$ cat src/hw/rtl/bgd_pkg.sv
// ---------------------------------------------------------------------------
// Button gesture detector package
// Field widths, register codes, gesture states and shared record types.
// ---------------------------------------------------------------------------
`default_nettype none

package bgd_pkg;

	localparam int LEVEL_W  = 16;
	localparam int IDX_W    = 4;
	localparam int PERIOD_W = 10;
	localparam int MS_W     = 16;
	localparam int ACTIVE_W = 5;
	localparam int HELD_W   = 16;
	localparam int CFG_IDX_W  = 3;
	localparam int CFG_DATA_W = 16;
	localparam int GST_W    = 4;

	localparam logic [PERIOD_W-1:0] RST_TICK_PERIOD  = PERIOD_W'(10);
	localparam logic [MS_W-1:0]     RST_CLICK_MS     = MS_W'(100);
	localparam logic [MS_W-1:0]     RST_RELEASE_MS   = MS_W'(40);
	localparam logic [MS_W-1:0]     RST_LONG_PUSH_MS = MS_W'(1000);
	localparam logic [MS_W-1:0]     RST_LONG_REL_MS  = MS_W'(80);
	localparam logic [LEVEL_W-1:0]  RST_SINGLE_MASK  = '0;
	localparam logic [ACTIVE_W-1:0] RST_ACTIVE       = ACTIVE_W'(16);

	typedef enum logic [CFG_IDX_W-1:0] {
		CFG_TICK_PERIOD  = 3'd0,
		CFG_CLICK_MS     = 3'd1,
		CFG_RELEASE_MS   = 3'd2,
		CFG_LONG_PUSH_MS = 3'd3,
		CFG_LONG_REL_MS  = 3'd4,
		CFG_SINGLE_MASK  = 3'd5,
		CFG_ACTIVE       = 3'd6
	} cfg_idx_t;

	typedef enum logic [GST_W-1:0] {
		GST_INIT       = 4'd0,
		GST_START      = 4'd1,
		GST_CLICK_DET  = 4'd2,
		GST_LONG_DET   = 4'd3,
		GST_SURE_LONG  = 4'd4,
		GST_LPREL_DET  = 4'd5,
		GST_SURE_LPREL = 4'd6,
		GST_CLREL_DET  = 4'd7,
		GST_DBL_DET    = 4'd8,
		GST_SURE_CLICK = 4'd9,
		GST_SURE_DBL   = 4'd10
	} gesture_state_t;

	typedef enum logic [2:0] {
		SEQ_IDLE,
		SEQ_READ,
		SEQ_MUL,
		SEQ_EXEC,
		SEQ_PUSH,
		SEQ_FLUSH
	} seq_state_t;

	typedef struct packed {
		logic [PERIOD_W-1:0] tick_period_ms;
		logic [MS_W-1:0]     click_ms;
		logic [MS_W-1:0]     release_ms;
		logic [MS_W-1:0]     long_push_ms;
		logic [MS_W-1:0]     long_release_ms;
		logic [LEVEL_W-1:0]  single_click_only_mask;
		logic [ACTIVE_W-1:0] active_buttons;
	} cfg_t;

	typedef struct packed {
		logic              click_seen;
		logic              double_click_seen;
		logic              long_push_seen;
		logic              long_release_seen;
		logic [HELD_W-1:0] held_ticks;
	} gesture_evt_t;

	typedef struct packed {
		logic [IDX_W-1:0]  button_index;
		logic              click_seen;
		logic              double_click_seen;
		logic              long_push_seen;
		logic              long_release_seen;
		logic [HELD_W-1:0] held_ticks;
		logic              last_of_tick;
	} result_t;

endpackage

`default_nettype wire

$ cat src/hw/rtl/bgd_if.sv
// ---------------------------------------------------------------------------
// Button gesture detector channels
// Valid/ready request channels for button samples and gesture results.
// ---------------------------------------------------------------------------
`default_nettype none

interface bgd_in_if import bgd_pkg::*; ();
	logic               valid;
	logic               ready;
	logic [LEVEL_W-1:0] button_levels;

	modport source(output valid, output button_levels, input ready);
	modport sink(input valid, input button_levels, output ready);
endinterface

interface bgd_out_if import bgd_pkg::*; ();
	logic              valid;
	logic              ready;
	logic [IDX_W-1:0]  button_index;
	logic              click_seen;
	logic              double_click_seen;
	logic              long_push_seen;
	logic              long_release_seen;
	logic [HELD_W-1:0] held_ticks;
	logic              last_of_tick;

	modport source(output valid, output button_index, output click_seen,
		output double_click_seen, output long_push_seen, output long_release_seen,
		output held_ticks, output last_of_tick, input ready);
	modport sink(input valid, input button_index, input click_seen,
		input double_click_seen, input long_push_seen, input long_release_seen,
		input held_ticks, input last_of_tick, output ready);
endinterface

`default_nettype wire

$ cat src/hw/rtl/bgd_ram.sv
// ---------------------------------------------------------------------------
// Generic simple dual-port RAM
// One write port, one read port with registered read data.
// ---------------------------------------------------------------------------
`default_nettype none

module bgd_ram #(
	parameter int WIDTH = 8,
	parameter int DEPTH = 16
) (
	input  wire logic                                        clk,
	input  wire logic                                        we,
	input  wire logic [((DEPTH > 1) ? $clog2(DEPTH) : 1)-1:0] waddr,
	input  wire logic [WIDTH-1:0]                            wdata,
	input  wire logic                                        re,
	input  wire logic [((DEPTH > 1) ? $clog2(DEPTH) : 1)-1:0] raddr,
	output      logic [WIDTH-1:0]                            rdata
);
	logic [WIDTH-1:0] mem [DEPTH];

	always_ff @(posedge clk) begin
		if (we) begin
			mem[waddr] <= wdata;
		end
		if (re) begin
			rdata <= mem[raddr];
		end
	end

endmodule

`default_nettype wire

$ cat src/hw/rtl/bgd_cfg.sv
// ---------------------------------------------------------------------------
// Button gesture detector configuration registers
// Write-only register bank with reset values; unknown indexes are dropped.
// ---------------------------------------------------------------------------
`default_nettype none

module bgd_cfg import bgd_pkg::*; (
	input  wire logic                  clk,
	input  wire logic                  arst_n,
	input  wire logic                  we,
	input  wire logic [CFG_IDX_W-1:0]  index,
	input  wire logic [CFG_DATA_W-1:0] data,
	output      cfg_t                  cfg
);
	cfg_t cfg_q;

	always_ff @(posedge clk or negedge arst_n) begin
		if (!arst_n) begin
			cfg_q.tick_period_ms         <= RST_TICK_PERIOD;
			cfg_q.click_ms               <= RST_CLICK_MS;
			cfg_q.release_ms             <= RST_RELEASE_MS;
			cfg_q.long_push_ms           <= RST_LONG_PUSH_MS;
			cfg_q.long_release_ms        <= RST_LONG_REL_MS;
			cfg_q.single_click_only_mask <= RST_SINGLE_MASK;
			cfg_q.active_buttons         <= RST_ACTIVE;
		end else if (we) begin
			case (cfg_idx_t'(index))
				CFG_TICK_PERIOD:  cfg_q.tick_period_ms <= data[PERIOD_W-1:0];
				CFG_CLICK_MS:     cfg_q.click_ms <= data[MS_W-1:0];
				CFG_RELEASE_MS:   cfg_q.release_ms <= data[MS_W-1:0];
				CFG_LONG_PUSH_MS: cfg_q.long_push_ms <= data[MS_W-1:0];
				CFG_LONG_REL_MS:  cfg_q.long_release_ms <= data[MS_W-1:0];
				CFG_SINGLE_MASK:  cfg_q.single_click_only_mask <= data[LEVEL_W-1:0];
				CFG_ACTIVE:       cfg_q.active_buttons <= data[ACTIVE_W-1:0];
				default: ;
			endcase
		end
	end

	assign cfg = cfg_q;

endmodule

`default_nettype wire

$ cat src/hw/rtl/bgd_step.sv
// ---------------------------------------------------------------------------
// Button gesture detector step logic
// One state step and counter update of a single button entry.
// ---------------------------------------------------------------------------
`default_nettype none

module bgd_step import bgd_pkg::*; #(
	parameter int CW          = 16,
	parameter int COUNT_LIMIT = 65535
) (
	input  wire logic [GST_W-1:0]       state,
	input  wire logic [CW-1:0]          press,
	input  wire logic [CW-1:0]          rel,
	input  wire logic [CW-1:0]          saved,
	input  wire logic [CW+PERIOD_W-1:0] press_prod,
	input  wire logic [CW+PERIOD_W-1:0] rel_prod,
	input  wire cfg_t                   cfg,
	input  wire logic                   pushed,
	input  wire logic                   single_only,
	output      logic [GST_W-1:0]       state_nx,
	output      logic [CW-1:0]          press_nx,
	output      logic [CW-1:0]          rel_nx,
	output      logic [CW-1:0]          saved_nx,
	output      gesture_evt_t           evt
);
	localparam int PW = CW + PERIOD_W;

	logic           hit_click;
	logic           hit_long;
	logic           hit_rel;
	logic           hit_long_rel;
	gesture_state_t nx;
	logic [CW-1:0]  p_mid;
	logic [CW-1:0]  r_mid;
	logic [CW-1:0]  s_mid;

	assign hit_click    = press_prod >= PW'(cfg.click_ms);
	assign hit_long     = press_prod >= PW'(cfg.long_push_ms);
	assign hit_rel      = rel_prod >= PW'(cfg.release_ms);
	assign hit_long_rel = rel_prod >= PW'(cfg.long_release_ms);

	always_comb begin
		nx    = gesture_state_t'(state);
		p_mid = press;
		r_mid = rel;
		s_mid = saved;
		evt   = '0;
		case (gesture_state_t'(state))
			GST_INIT: begin
				p_mid = '0;
				r_mid = '0;
				s_mid = '0;
				nx    = GST_START;
			end
			GST_START: nx = GST_CLICK_DET;
			GST_CLICK_DET: begin
				if (hit_click) begin
					s_mid = press;
					p_mid = '0;
					nx    = GST_LONG_DET;
				end else if (hit_long_rel) begin
					nx = GST_START;
				end
			end
			GST_LONG_DET: begin
				if (hit_long) begin
					nx = GST_SURE_LONG;
				end else if (hit_rel) begin
					r_mid = '0;
					nx    = single_only ? GST_SURE_CLICK : GST_CLREL_DET;
				end
			end
			GST_SURE_LONG: begin
				evt.long_push_seen = 1'b1;
				nx = GST_LPREL_DET;
			end
			GST_LPREL_DET: begin
				if (hit_rel) begin
					nx = GST_SURE_LPREL;
				end
			end
			GST_SURE_LPREL: begin
				evt.long_release_seen = 1'b1;
				evt.held_ticks = HELD_W'(saved);
				nx = GST_START;
			end
			GST_CLREL_DET: begin
				if (hit_long_rel) begin
					nx = GST_SURE_CLICK;
				end else if (hit_click) begin
					s_mid = press;
					p_mid = '0;
					nx    = GST_DBL_DET;
				end
			end
			GST_DBL_DET: begin
				if (hit_rel) begin
					nx = GST_SURE_DBL;
				end else if (hit_long) begin
					nx = GST_SURE_LONG;
				end
			end
			GST_SURE_CLICK: begin
				evt.click_seen = 1'b1;
				nx = GST_START;
			end
			GST_SURE_DBL: begin
				evt.double_click_seen = 1'b1;
				nx = GST_START;
			end
			default: nx = GST_INIT;
		endcase
	end

	// counters follow the new sample
	always_comb begin
		saved_nx = s_mid;
		if (pushed) begin
			rel_nx   = '0;
			press_nx = (p_mid < CW'(COUNT_LIMIT)) ? p_mid + 1'b1 : p_mid;
		end else begin
			if (p_mid != '0) begin
				saved_nx = p_mid;
			end
			press_nx = '0;
			rel_nx   = (r_mid < CW'(COUNT_LIMIT)) ? r_mid + 1'b1 : r_mid;
		end
	end

	assign state_nx = nx;

endmodule

`default_nettype wire

$ cat src/hw/rtl/button_gesture_detector.sv
// ---------------------------------------------------------------------------
// Button gesture detector
// Click, double click, long push and long release recognition per button.
// ---------------------------------------------------------------------------
// Usage:
//   samples  : one request per tick, button_levels bit i high while button i
//              is pressed. Accepted while the block is idle.
//   gestures : one request per button with an event on that tick, ascending
//              button order; last_of_tick marks the final one of the tick.
//   cfg_*    : register writes, for the user to make only while no tick is
//              in progress; the block itself does not enforce this.
// Timing: the per-button state lives in one RAM. After acceptance the first
//   entry is read, then each monitored button takes a multiply step and an
//   update and write-back step while the next entry is read, a push step
//   for each event, and a final flush step; push and flush hold on a stall.
//   A tick with no monitored button is accepted without a scan.
// A result waits in a pending register until the next event of the tick or
//   the end of the scan tells whether it is the last.
// Reset: all buttons restart in the init state with zero counters, and the
//   registers take their default values; no clearing pass is needed.
// Stall: a result waits in the output register, one further in the pending
//   register and one in the event register, after which the scan holds.
// ---------------------------------------------------------------------------
`default_nettype none

module button_gesture_detector import bgd_pkg::*; #(
	parameter int BUTTONS     = 16,
	parameter int COUNT_LIMIT = 65535
) (
	input  wire logic                  clk,
	input  wire logic                  arst_n,
	input  wire logic                  cfg_we,
	input  wire logic [CFG_IDX_W-1:0]  cfg_index,
	input  wire logic [CFG_DATA_W-1:0] cfg_data,
	bgd_in_if.sink                     samples,
	bgd_out_if.source                  gestures
);
	localparam int BW = (BUTTONS > 1) ? $clog2(BUTTONS) : 1;
	localparam int CW = $clog2(COUNT_LIMIT + 1);
	localparam int PW = CW + PERIOD_W;
	localparam int EW = GST_W + 3 * CW;

	cfg_t                cfg;
	seq_state_t          seq_q;
	seq_state_t          seq_d;
	logic [BW-1:0]       btn_q;
	logic [LEVEL_W-1:0]  levels_q;
	logic [BUTTONS-1:0]  vld_q;
	logic                rd_vld_q;
	logic [ACTIVE_W-1:0] n_act;
	logic                more;
	logic                push_ok;
	logic                out_free;

	logic                ram_we;
	logic                ram_re;
	logic [BW-1:0]       raddr;
	logic [EW-1:0]       rdata;
	logic [EW-1:0]       wdata;

	logic [GST_W-1:0]    e_state;
	logic [CW-1:0]       e_press;
	logic [CW-1:0]       e_rel;
	logic [CW-1:0]       e_saved;
	logic [PW-1:0]       press_prod_s1;
	logic [PW-1:0]       rel_prod_s1;

	logic [GST_W-1:0]    state_nx;
	logic [CW-1:0]       press_nx;
	logic [CW-1:0]       rel_nx;
	logic [CW-1:0]       saved_nx;
	gesture_evt_t        evt;
	logic                has_evt;

	result_t             ev_q;
	result_t             pend_q;
	logic                pend_vld_q;
	result_t             out_q;
	logic                out_vld_q;

	logic                take_in;
	logic                adv;
	logic                load_ev;
	logic                move_pend;
	logic                flush_pend;
	logic                load_pend;

	bgd_cfg u_cfg (
		.clk    (clk),
		.arst_n (arst_n),
		.we     (cfg_we),
		.index  (cfg_index),
		.data   (cfg_data),
		.cfg    (cfg)
	);

	assign n_act = (cfg.active_buttons > ACTIVE_W'(BUTTONS)) ? ACTIVE_W'(BUTTONS)
		: cfg.active_buttons;
	assign more     = (ACTIVE_W'(btn_q) + ACTIVE_W'(1)) < n_act;
	assign out_free = !out_vld_q || gestures.ready;
	assign push_ok  = !pend_vld_q || out_free;

	// entry store
	assign ram_we = (seq_q == SEQ_EXEC);
	assign ram_re = (seq_q == SEQ_READ) || ((seq_q == SEQ_EXEC) && more);
	assign raddr  = (seq_q == SEQ_EXEC) ? btn_q + 1'b1 : btn_q;
	assign wdata  = {state_nx, press_nx, rel_nx, saved_nx};

	bgd_ram #(
		.WIDTH (EW),
		.DEPTH (BUTTONS)
	) u_ram (
		.clk   (clk),
		.we    (ram_we),
		.waddr (btn_q),
		.wdata (wdata),
		.re    (ram_re),
		.raddr (raddr),
		.rdata (rdata)
	);

	// an entry never written reads as the init state with zero counters
	assign {e_state, e_press, e_rel, e_saved} = rd_vld_q ? rdata : '0;

	always_ff @(posedge clk or negedge arst_n) begin
		if (!arst_n) begin
			vld_q    <= '0;
			rd_vld_q <= 1'b0;
		end else begin
			if (ram_re) begin
				rd_vld_q <= vld_q[raddr];
			end
			if (ram_we) begin
				vld_q[btn_q] <= 1'b1;
			end
		end
	end

	always_ff @(posedge clk) begin
		if (seq_q == SEQ_MUL) begin
			press_prod_s1 <= PW'(e_press) * PW'(cfg.tick_period_ms);
			rel_prod_s1   <= PW'(e_rel) * PW'(cfg.tick_period_ms);
		end
	end

	bgd_step #(
		.CW          (CW),
		.COUNT_LIMIT (COUNT_LIMIT)
	) u_step (
		.state       (e_state),
		.press       (e_press),
		.rel         (e_rel),
		.saved       (e_saved),
		.press_prod  (press_prod_s1),
		.rel_prod    (rel_prod_s1),
		.cfg         (cfg),
		.pushed      (levels_q[btn_q]),
		.single_only (cfg.single_click_only_mask[btn_q]),
		.state_nx    (state_nx),
		.press_nx    (press_nx),
		.rel_nx      (rel_nx),
		.saved_nx    (saved_nx),
		.evt         (evt)
	);

	assign has_evt = evt.click_seen || evt.double_click_seen || evt.long_push_seen
		|| evt.long_release_seen;

	// sequencer next state
	always_comb begin
		seq_d = seq_q;
		case (seq_q)
			SEQ_IDLE: begin
				if (samples.valid && (n_act != '0)) begin
					seq_d = SEQ_READ;
				end
			end
			SEQ_READ: seq_d = SEQ_MUL;
			SEQ_MUL:  seq_d = SEQ_EXEC;
			SEQ_EXEC: begin
				if (has_evt) begin
					seq_d = SEQ_PUSH;
				end else begin
					seq_d = more ? SEQ_MUL : SEQ_FLUSH;
				end
			end
			SEQ_PUSH: begin
				if (push_ok) begin
					seq_d = more ? SEQ_MUL : SEQ_FLUSH;
				end
			end
			SEQ_FLUSH: begin
				if (push_ok) begin
					seq_d = SEQ_IDLE;
				end
			end
			default: seq_d = SEQ_IDLE;
		endcase
	end

	// sequencer controls
	always_comb begin
		take_in    = 1'b0;
		adv        = 1'b0;
		load_ev    = 1'b0;
		move_pend  = 1'b0;
		flush_pend = 1'b0;
		load_pend  = 1'b0;
		case (seq_q)
			SEQ_IDLE: take_in = samples.valid;
			SEQ_EXEC: begin
				load_ev = has_evt;
				adv     = !has_evt && more;
			end
			SEQ_PUSH: begin
				load_pend = push_ok;
				move_pend = push_ok && pend_vld_q;
				adv       = push_ok && more;
			end
			SEQ_FLUSH: flush_pend = pend_vld_q && out_free;
			default: ;
		endcase
	end

	always_ff @(posedge clk or negedge arst_n) begin
		if (!arst_n) begin
			seq_q      <= SEQ_IDLE;
			btn_q      <= '0;
			pend_vld_q <= 1'b0;
			out_vld_q  <= 1'b0;
		end else begin
			seq_q <= seq_d;
			if (take_in) begin
				btn_q <= '0;
			end else if (adv) begin
				btn_q <= btn_q + 1'b1;
			end
			if (load_pend) begin
				pend_vld_q <= 1'b1;
			end else if (flush_pend) begin
				pend_vld_q <= 1'b0;
			end
			if (move_pend || flush_pend) begin
				out_vld_q <= 1'b1;
			end else if (gestures.ready) begin
				out_vld_q <= 1'b0;
			end
		end
	end

	always_ff @(posedge clk) begin
		if (take_in) begin
			levels_q <= samples.button_levels;
		end
		if (load_ev) begin
			ev_q.button_index      <= IDX_W'(btn_q);
			ev_q.click_seen        <= evt.click_seen;
			ev_q.double_click_seen <= evt.double_click_seen;
			ev_q.long_push_seen    <= evt.long_push_seen;
			ev_q.long_release_seen <= evt.long_release_seen;
			ev_q.held_ticks        <= evt.held_ticks;
			ev_q.last_of_tick      <= 1'b0;
		end
		if (load_pend) begin
			pend_q <= ev_q;
		end
		if (move_pend) begin
			out_q <= pend_q;
		end else if (flush_pend) begin
			out_q              <= pend_q;
			out_q.last_of_tick <= 1'b1;
		end
	end

	assign samples.ready = (seq_q == SEQ_IDLE);

	assign gestures.valid             = out_vld_q;
	assign gestures.button_index      = out_q.button_index;
	assign gestures.click_seen        = out_q.click_seen;
	assign gestures.double_click_seen = out_q.double_click_seen;
	assign gestures.long_push_seen    = out_q.long_push_seen;
	assign gestures.long_release_seen = out_q.long_release_seen;
	assign gestures.held_ticks        = out_q.held_ticks;
	assign gestures.last_of_tick      = out_q.last_of_tick;

endmodule

`default_nettype wire

$ cat src/flat_wrapper.sv
// flat-port wrapper written by rule: the top's interface ports become plain ports
module button_gesture_detector_flat import bgd_pkg::*;
#(
	parameter int BUTTONS     = 16,
	parameter int COUNT_LIMIT = 65535
)
  (clk, arst_n, cfg_we, cfg_index, cfg_data, samples_valid, samples_button_levels, samples_ready, gestures_valid, gestures_button_index, gestures_click_seen, gestures_double_click_seen, gestures_long_push_seen, gestures_long_release_seen, gestures_held_ticks, gestures_last_of_tick, gestures_ready);
  bgd_in_if samples_i ();
  bgd_out_if gestures_i ();
  input  wire logic clk;
  input  wire logic arst_n;
  input  wire logic cfg_we;
  input  wire logic [CFG_IDX_W-1:0] cfg_index;
  input  wire logic [CFG_DATA_W-1:0] cfg_data;
  input wire logic [$bits(samples_i.valid)-1:0] samples_valid;
  input wire logic [$bits(samples_i.button_levels)-1:0] samples_button_levels;
  output wire logic [$bits(samples_i.ready)-1:0] samples_ready;
  output wire logic [$bits(gestures_i.valid)-1:0] gestures_valid;
  output wire logic [$bits(gestures_i.button_index)-1:0] gestures_button_index;
  output wire logic [$bits(gestures_i.click_seen)-1:0] gestures_click_seen;
  output wire logic [$bits(gestures_i.double_click_seen)-1:0] gestures_double_click_seen;
  output wire logic [$bits(gestures_i.long_push_seen)-1:0] gestures_long_push_seen;
  output wire logic [$bits(gestures_i.long_release_seen)-1:0] gestures_long_release_seen;
  output wire logic [$bits(gestures_i.held_ticks)-1:0] gestures_held_ticks;
  output wire logic [$bits(gestures_i.last_of_tick)-1:0] gestures_last_of_tick;
  input wire logic [$bits(gestures_i.ready)-1:0] gestures_ready;
  assign samples_i.valid = samples_valid;
  assign samples_i.button_levels = samples_button_levels;
  assign samples_ready = samples_i.ready;
  assign gestures_valid = gestures_i.valid;
  assign gestures_button_index = gestures_i.button_index;
  assign gestures_click_seen = gestures_i.click_seen;
  assign gestures_double_click_seen = gestures_i.double_click_seen;
  assign gestures_long_push_seen = gestures_i.long_push_seen;
  assign gestures_long_release_seen = gestures_i.long_release_seen;
  assign gestures_held_ticks = gestures_i.held_ticks;
  assign gestures_last_of_tick = gestures_i.last_of_tick;
  assign gestures_i.ready = gestures_ready;
  button_gesture_detector #(.BUTTONS(BUTTONS), .COUNT_LIMIT(COUNT_LIMIT)) u_core (.clk(clk), .arst_n(arst_n), .cfg_we(cfg_we), .cfg_index(cfg_index), .cfg_data(cfg_data), .samples(samples_i), .gestures(gestures_i));
endmodule
$ cat config.mk
export PLATFORM = sky130hd
export DESIGN_NAME = button_gesture_detector_flat
export DESIGN_NICKNAME = d
export VERILOG_FILES = /design/src/hw/rtl/bgd_pkg.sv /design/src/hw/rtl/bgd_if.sv /design/src/hw/rtl/bgd_ram.sv /design/src/hw/rtl/bgd_cfg.sv /design/src/hw/rtl/bgd_step.sv /design/src/hw/rtl/button_gesture_detector.sv /design/src/flat_wrapper.sv
export SDC_FILE = /design/constraint.sdc
export NUM_CORES = 2
export LEC_CHECK = 0
export CORE_ASPECT_RATIO = 2
export CORE_MARGIN = 2
export CORE_UTILIZATION = 45
export DETAILED_ROUTE_END_ITERATION = 16
export DONT_BUFFER_PORTS = 1
export SLEW_MARGIN = 30
export SYNTH_ARGS = -nofsm -noshare
export SYNTH_HDL_FRONTEND = slang
export SYNTH_SLANG_ARGS = --single-unit
$ cat constraint.sdc
create_clock -name clk -period 6.95 [get_ports clk]
set_input_delay 1.39 -clock clk [delete_from_list [all_inputs] [get_ports clk]]
set_output_delay 1.39 -clock clk [all_outputs]
set_load 0.02 [all_outputs]
# == Word-level counts from Yosys, hierarchy flattened ==
# Memory sizes are Yosys's and may differ from the RTL's. A register that Yosys moved wholly into a read port is not among the register bits.
# Index checks and enable logic that the tools add are counted.
# word_totals
regBits,262
ram_bits,832
inputBits,40
output_inout_bits,27
mem_count,1
# op_classes
add_sub_neg,4
mul,2
n_lt_le_gt_ge,11
eq_ne,24
muxes,63
bitwise_logic,1
n_reduce_logical,35
# mem_list
name,words,width,read_ports,rd_ports_with_merged_regs,wr,line,source
u_core.u_ram.mem,16,52,1,1,1,bgd_ram.sv:19,logic [WIDTH-1:0] mem [DEPTH];
# ops
operator,count
2-to-1 mux 16 bit,12
>= comparator 26 x 16 -> 1 bit,4
one-hot mux 16 bit (3 select lines),2
multiplier 16 x 10 -> 26 bit,2
2-to-1 mux 4 bit,13
2-to-1 mux 52 bit,1
2-to-1 mux 25 bit,2
"adder 16 x 1 -> 16 bit, second input constant",2
"less-than comparator 16 bit, second input constant",2
one-hot mux 16 bit (2 select lines),1
one-hot mux 4 bit (8 select lines),1
2-to-1 mux 1 bit,18
one-hot mux 3 bit (6 select lines),1
2-to-1 mux 17 bit,1
"== test 4 x 3 -> 1 bit, second input constant",4
bitwise OR 16 bit,1
nonzero test 16 bit,1
"== test 3 bit, second input constant",5
2-to-1 mux 3 bit,5
AND reduction 2 bit,7
binary-select mux 1 bit (select 4 bit),3
"== test 3 x 2 -> 1 bit, second input constant",4
"== test 4 bit, second input constant",3
"less-than comparator 4 x 5 -> 1 bit, second input constant",2
21 further kinds,43

# == Logic depth before layout (Yosys ltp) ==
# depth
ltp_word,11
ltp_mapped,27
mapped_depth_nobuf,22

# == By module ==
# From an unflattened synthesis, not the netlist that was laid out.
# hier_totals
cells_unflattened,3646
hier_area_um2,56608.0
# by_module_without_submodules
mod,n_inst,cells_each,area_per_inst_um2
bgd_ram,1,1344,32736.4
button_gesture_detector,1,1598,16748.6
bgd_cfg,1,206,3788.6
bgd_step,1,498,3334.4

# == Worst setup path after synthesis ==
# OpenSTA, ideal clock, no wires.
# synth_timing
path_type,reg-to-reg
startpoint,register u_core.rd_vld_q
endpoint,register u_core.press_prod_s1[25] (data pin)
setup_ns,0.260
arrival_time_ns,6.594
t_required_ns,6.690
setup_slack_ns,0.096
stages_incl_launch_ff,26
n_path_buf,6
path_cell_list,dfrtp_1 > buf_2 > clkbuf_1 > clkbuf_1 > clkbuf_1 > clkbuf_1 > buf_1 > nand3_1 > fa_1 > inv_1 > fa_1 > fa_1 > fa_1 > inv_1 > fa_1 > inv_1 > ha_1 > a21oi_1 > o21a_1 > o21a_1 > a31oi_1 > a221oi_1 > nor3_1 > or3_1 > a21oi_1 > xnor2_1
# synth_via
elab_chain_cells,2
# synth_rtl
item,line,source
from (decl),button_gesture_detector.sv:49,logic rd_vld_q;
from (signal assigned),button_gesture_detector.sv:131,rd_vld_q <= vld_q[raddr];
2-to-1 mux 52 bit,button_gesture_detector.sv:123,"assign {e_state, e_press, e_rel, e_saved} = rd_vld_q ? rdata : '0;"
multiplier 16 x 10 -> 26 bit,button_gesture_detector.sv:141,press_prod_s1 <= PW'(e_press) * PW'(cfg.tick_period_ms);
to (signal assigned),button_gesture_detector.sv:141,
to (decl),button_gesture_detector.sv:65,logic [PW-1:0] press_prod_s1;
# No other way between the ends.
# A chain may end at the register's enable or synchronous reset.

# == Worst setup path after layout ==
# layout_timing
startpoint,register u_core.rd_vld_q
endpoint,register u_core.rel_prod_s1[25] (data pin)
# layout_via
elab_chain_cells,2
# layout_rtl
item,line,source
2-to-1 mux 52 bit,button_gesture_detector.sv:123,
multiplier 16 x 10 -> 26 bit,button_gesture_detector.sv:142,rel_prod_s1 <= PW'(e_rel) * PW'(cfg.tick_period_ms);
to (signal assigned),button_gesture_detector.sv:142,
to (decl),button_gesture_detector.sv:66,logic [PW-1:0] rel_prod_s1;
# No other way between the ends.

==> impl_results.md <==
* Vias at ~30000
* Final nets at 4056
* Worst Tran Pin Value at between 900 and 1000 ps
* Worst hold slack at about 340 ps
* CTS Sinks at between 1000 and 1500
* Fill count at roughly 10000
* Synthesis-stage register bit count at 1146
* Final wirelength at 139000 um
* Hold WC Path Type: in -> async
* Clock-pin slew on the worst setup and hold paths at about 90 ps
* CTS root buf: clkbuf_16
* Critical path class: reg -> reg
* Finish-stage setup viols at 0
* Maxcap violations at 0
* Worst-Skew Late Latency at 740 ps
* Most frequent cell after synthesis: edfxtp_1
* Wire per inst at 26.1 um
* CTS tree: yes
* Highest Clock Rate at 152 MHz
* Post-synth net total at 3990
* Setup TNS Final at 0 ps
* Share of cells above drive strength 1 at 19.1%
* Clock Path Buffers at 3
* GRT Util Overall at 22.4%
* Top cell type's share of synthesized area at 55.1%
* Storage cell area at 33800 um2
* CTS Buf Count at 96
* Synth-to-Final Area Change at 10.4%
* Final Hold Violating Endpoints at 0
* Period utilization at a little over nine tenths
* Crit end category: flip-flop
* IO Pins at 67
* Number of cell rows at 182
* Post-Syn Instances at 3533
* Status: finished, final reports clean
* DRC errors left at 0
* Slew Limit Fails at 0
* Via density at 5.68
* Worst EP required at about 7400 ps
* Gp weighted congestion at approximately 0.87
* Overflow after GRT at 0
* Initial DRC count at about 2200
* Arrival @ worst endpoint at 7000 ps
* RSZ-0062 raised after global routing: no
* Sequential fraction of the synthesis area at about three fifths
* Largest cells by area after synthesis: edfxtp_1 55%, mux4_2 11%, fa_1 7.9%
* Die area at 127000 um2
* Crit Path Max Fanout at 33
* Hpwl dp at 92000 um
* Post-synthesis cell type count at 76
* Core area at 123000 um2
* Yosys warnings at 0
* Drt first pass iters at 5
* Crit path time final at roughly 6600 ps
* Antenna violations before repair at 4
* IO Port Bufs at 0
* Die height at 502 um
* R2R depth at 22
* Htree depth at 3
* Cell taking the most area after synthesis: edfxtp_1
* Primary FF master, synth: edfxtp_1
* Starting density of the core at 45.4%
* Die width at between 200 and 300 um
* First-pass GRT wire length at 208000 um
* Largest net degree at the start of global routing at 122
* Top cells by count, synth: 1025 x edfxtp_1, 307 x inv_1, 277 x nand2_1
* Slew margin rel. at between 30% and 40%
* Post-route ant nets at 0
* Post-synth EDFFs at 1025
* Ys async rst share at 10.6%
* Critical Path Source Type: flip-flop
* Worst Skew at 67.6 ps
* Mapped Area at 55900 um2
* Mean post-synth cell area at 15.8 um2
* Vias in the first global route at 32400
* Multi-input logic area at 20300 um2
-- cell usage in the layout (no fill, tap or decap), types with 44 or more instances in the layout --
master     count
a21oi_1       66
and2_1        45
and3_1       184
buf_4        136
clkbuf_16     97
dfrtp_1      104
edfxtp_1    1025
fa_1         220
ha_1         197
inv_1        307
mux2_2        52
mux4_2       274
nand2_1      277
nand3_1       55
nor2_1        68
o21ai_0      105
xnor2_1       44
-- critical path, stage by stage, from the launching register on --
cell,delay (ps)
dfrtp_4,640
and2_1,300
nand2_1,110
fa_1,510
inv_1,50
fa_1,500
inv_1,60
fa_1,530
inv_1,50
fa_1,470
inv_1,50
fa_1,470
inv_1,50
ha_1,330
a2111oi_0,480
o21ai_1,180
a41oi_2,310
o2111ai_1,190
a21oi_2,250
o21ai_1,130
a211oi_1,330
a21oi_1,130
xnor2_1,130
-- per-stage QoR --
step	worst slack [ps]	util (%)	instances	instance area (um2)
2_1_floorplan	95.8	-	3533	55900
3_3_place_gp	391	47.5	5153	58500
3_5_place_dp	250	47.5	5155	58500
4_1_cts	144	50.0	5328	61600
5_1_grt	18.2	50.1	5337	61700
6_report	382	50.1	5338	61700
-- layout make-up --
class | instances | area share [%]
clock inverters | 56 | 0.969
diodes | 8 | 0.0324
clock buffers | 117 | 4.13
inverters | 307 | 1.87
multi-input cells | 1903 | 32.9
repair buffers | 145 | 1.89
flip-flops and latches | 1146 | 54.8
well taps | 1656 | 3.36
-- layer usage --
layer	global-route usage (%)	share of wire (%)	vias to the layer above
met4	11.1	4.9	0
met2	41.5	54	819
li1	-	-	13300
met3	2.92	4.3	292
met5	0	0	-
met1	25.3	36	15900
-- kinds of logic after synthesis --
logic type,after synthesis,share of synthesized area [%]
simple gates,796,7.27
flops,1146,60.5
compound gates,293,3.25
xor+xnor,69,1.11
mux,328,12.1
buf+inv,484,3.44
fa+ha+maj,417,12.3
-- timing repair --
action / 4_1_cts / 5_1_grt
hold buffers: 0 / 0
resized for setup: 0 / 3
buffers inserted: 0 / 0
endpoints found under the setup margin: 0 / 3
-- sequential cells by signal, indices dropped and copies added, names as in the netlist, 3 cells and up --
register / cells
u_core.u_cfg.cfg: 95
u_core.press_prod_s1: 26
u_core.ev_q: 24
u_core.btn_q: 4
u_core.levels_q: 16
u_core.gestures.held_ticks: 16
u_core.pend_q: 24
u_core.vld_q: 16
u_core.seq_q: 3
u_core.u_ram.rdata: 52
u_core.rel_prod_s1: 26
u_core.u_ram.mem: 832
u_core.gestures.button_index: 4
-- final timing paths --
check | startpoint | endpoint | slack [ps]
setup / recovery | u_core.rd_vld_q$_DFFE_PN0P_ | u_core.rel_prod_s1[25]$_DFFE_PP_ | 380
setup reg to reg | u_core.rd_vld_q$_DFFE_PN0P_ | u_core.rel_prod_s1[25]$_DFFE_PP_ | 380
min in group clk | u_core.ev_q[13]$_SDFFCE_PN0P_ | u_core.pend_q[13]$_DFFE_PP_ | 410
max in group asynchronous | arst_n | u_core.u_cfg.cfg[27]$_DFFE_PN1P_ | 6210
hold / removal | arst_n | u_core.seq_q[0]$_DFFE_PN0P_ | 340
hold reg to reg | u_core.ev_q[13]$_SDFFCE_PN0P_ | u_core.pend_q[13]$_DFFE_PP_ | 410
Power is not shown: default switching activity piles up to over one toggle a cycle in this logic, so the estimate is an artifact.
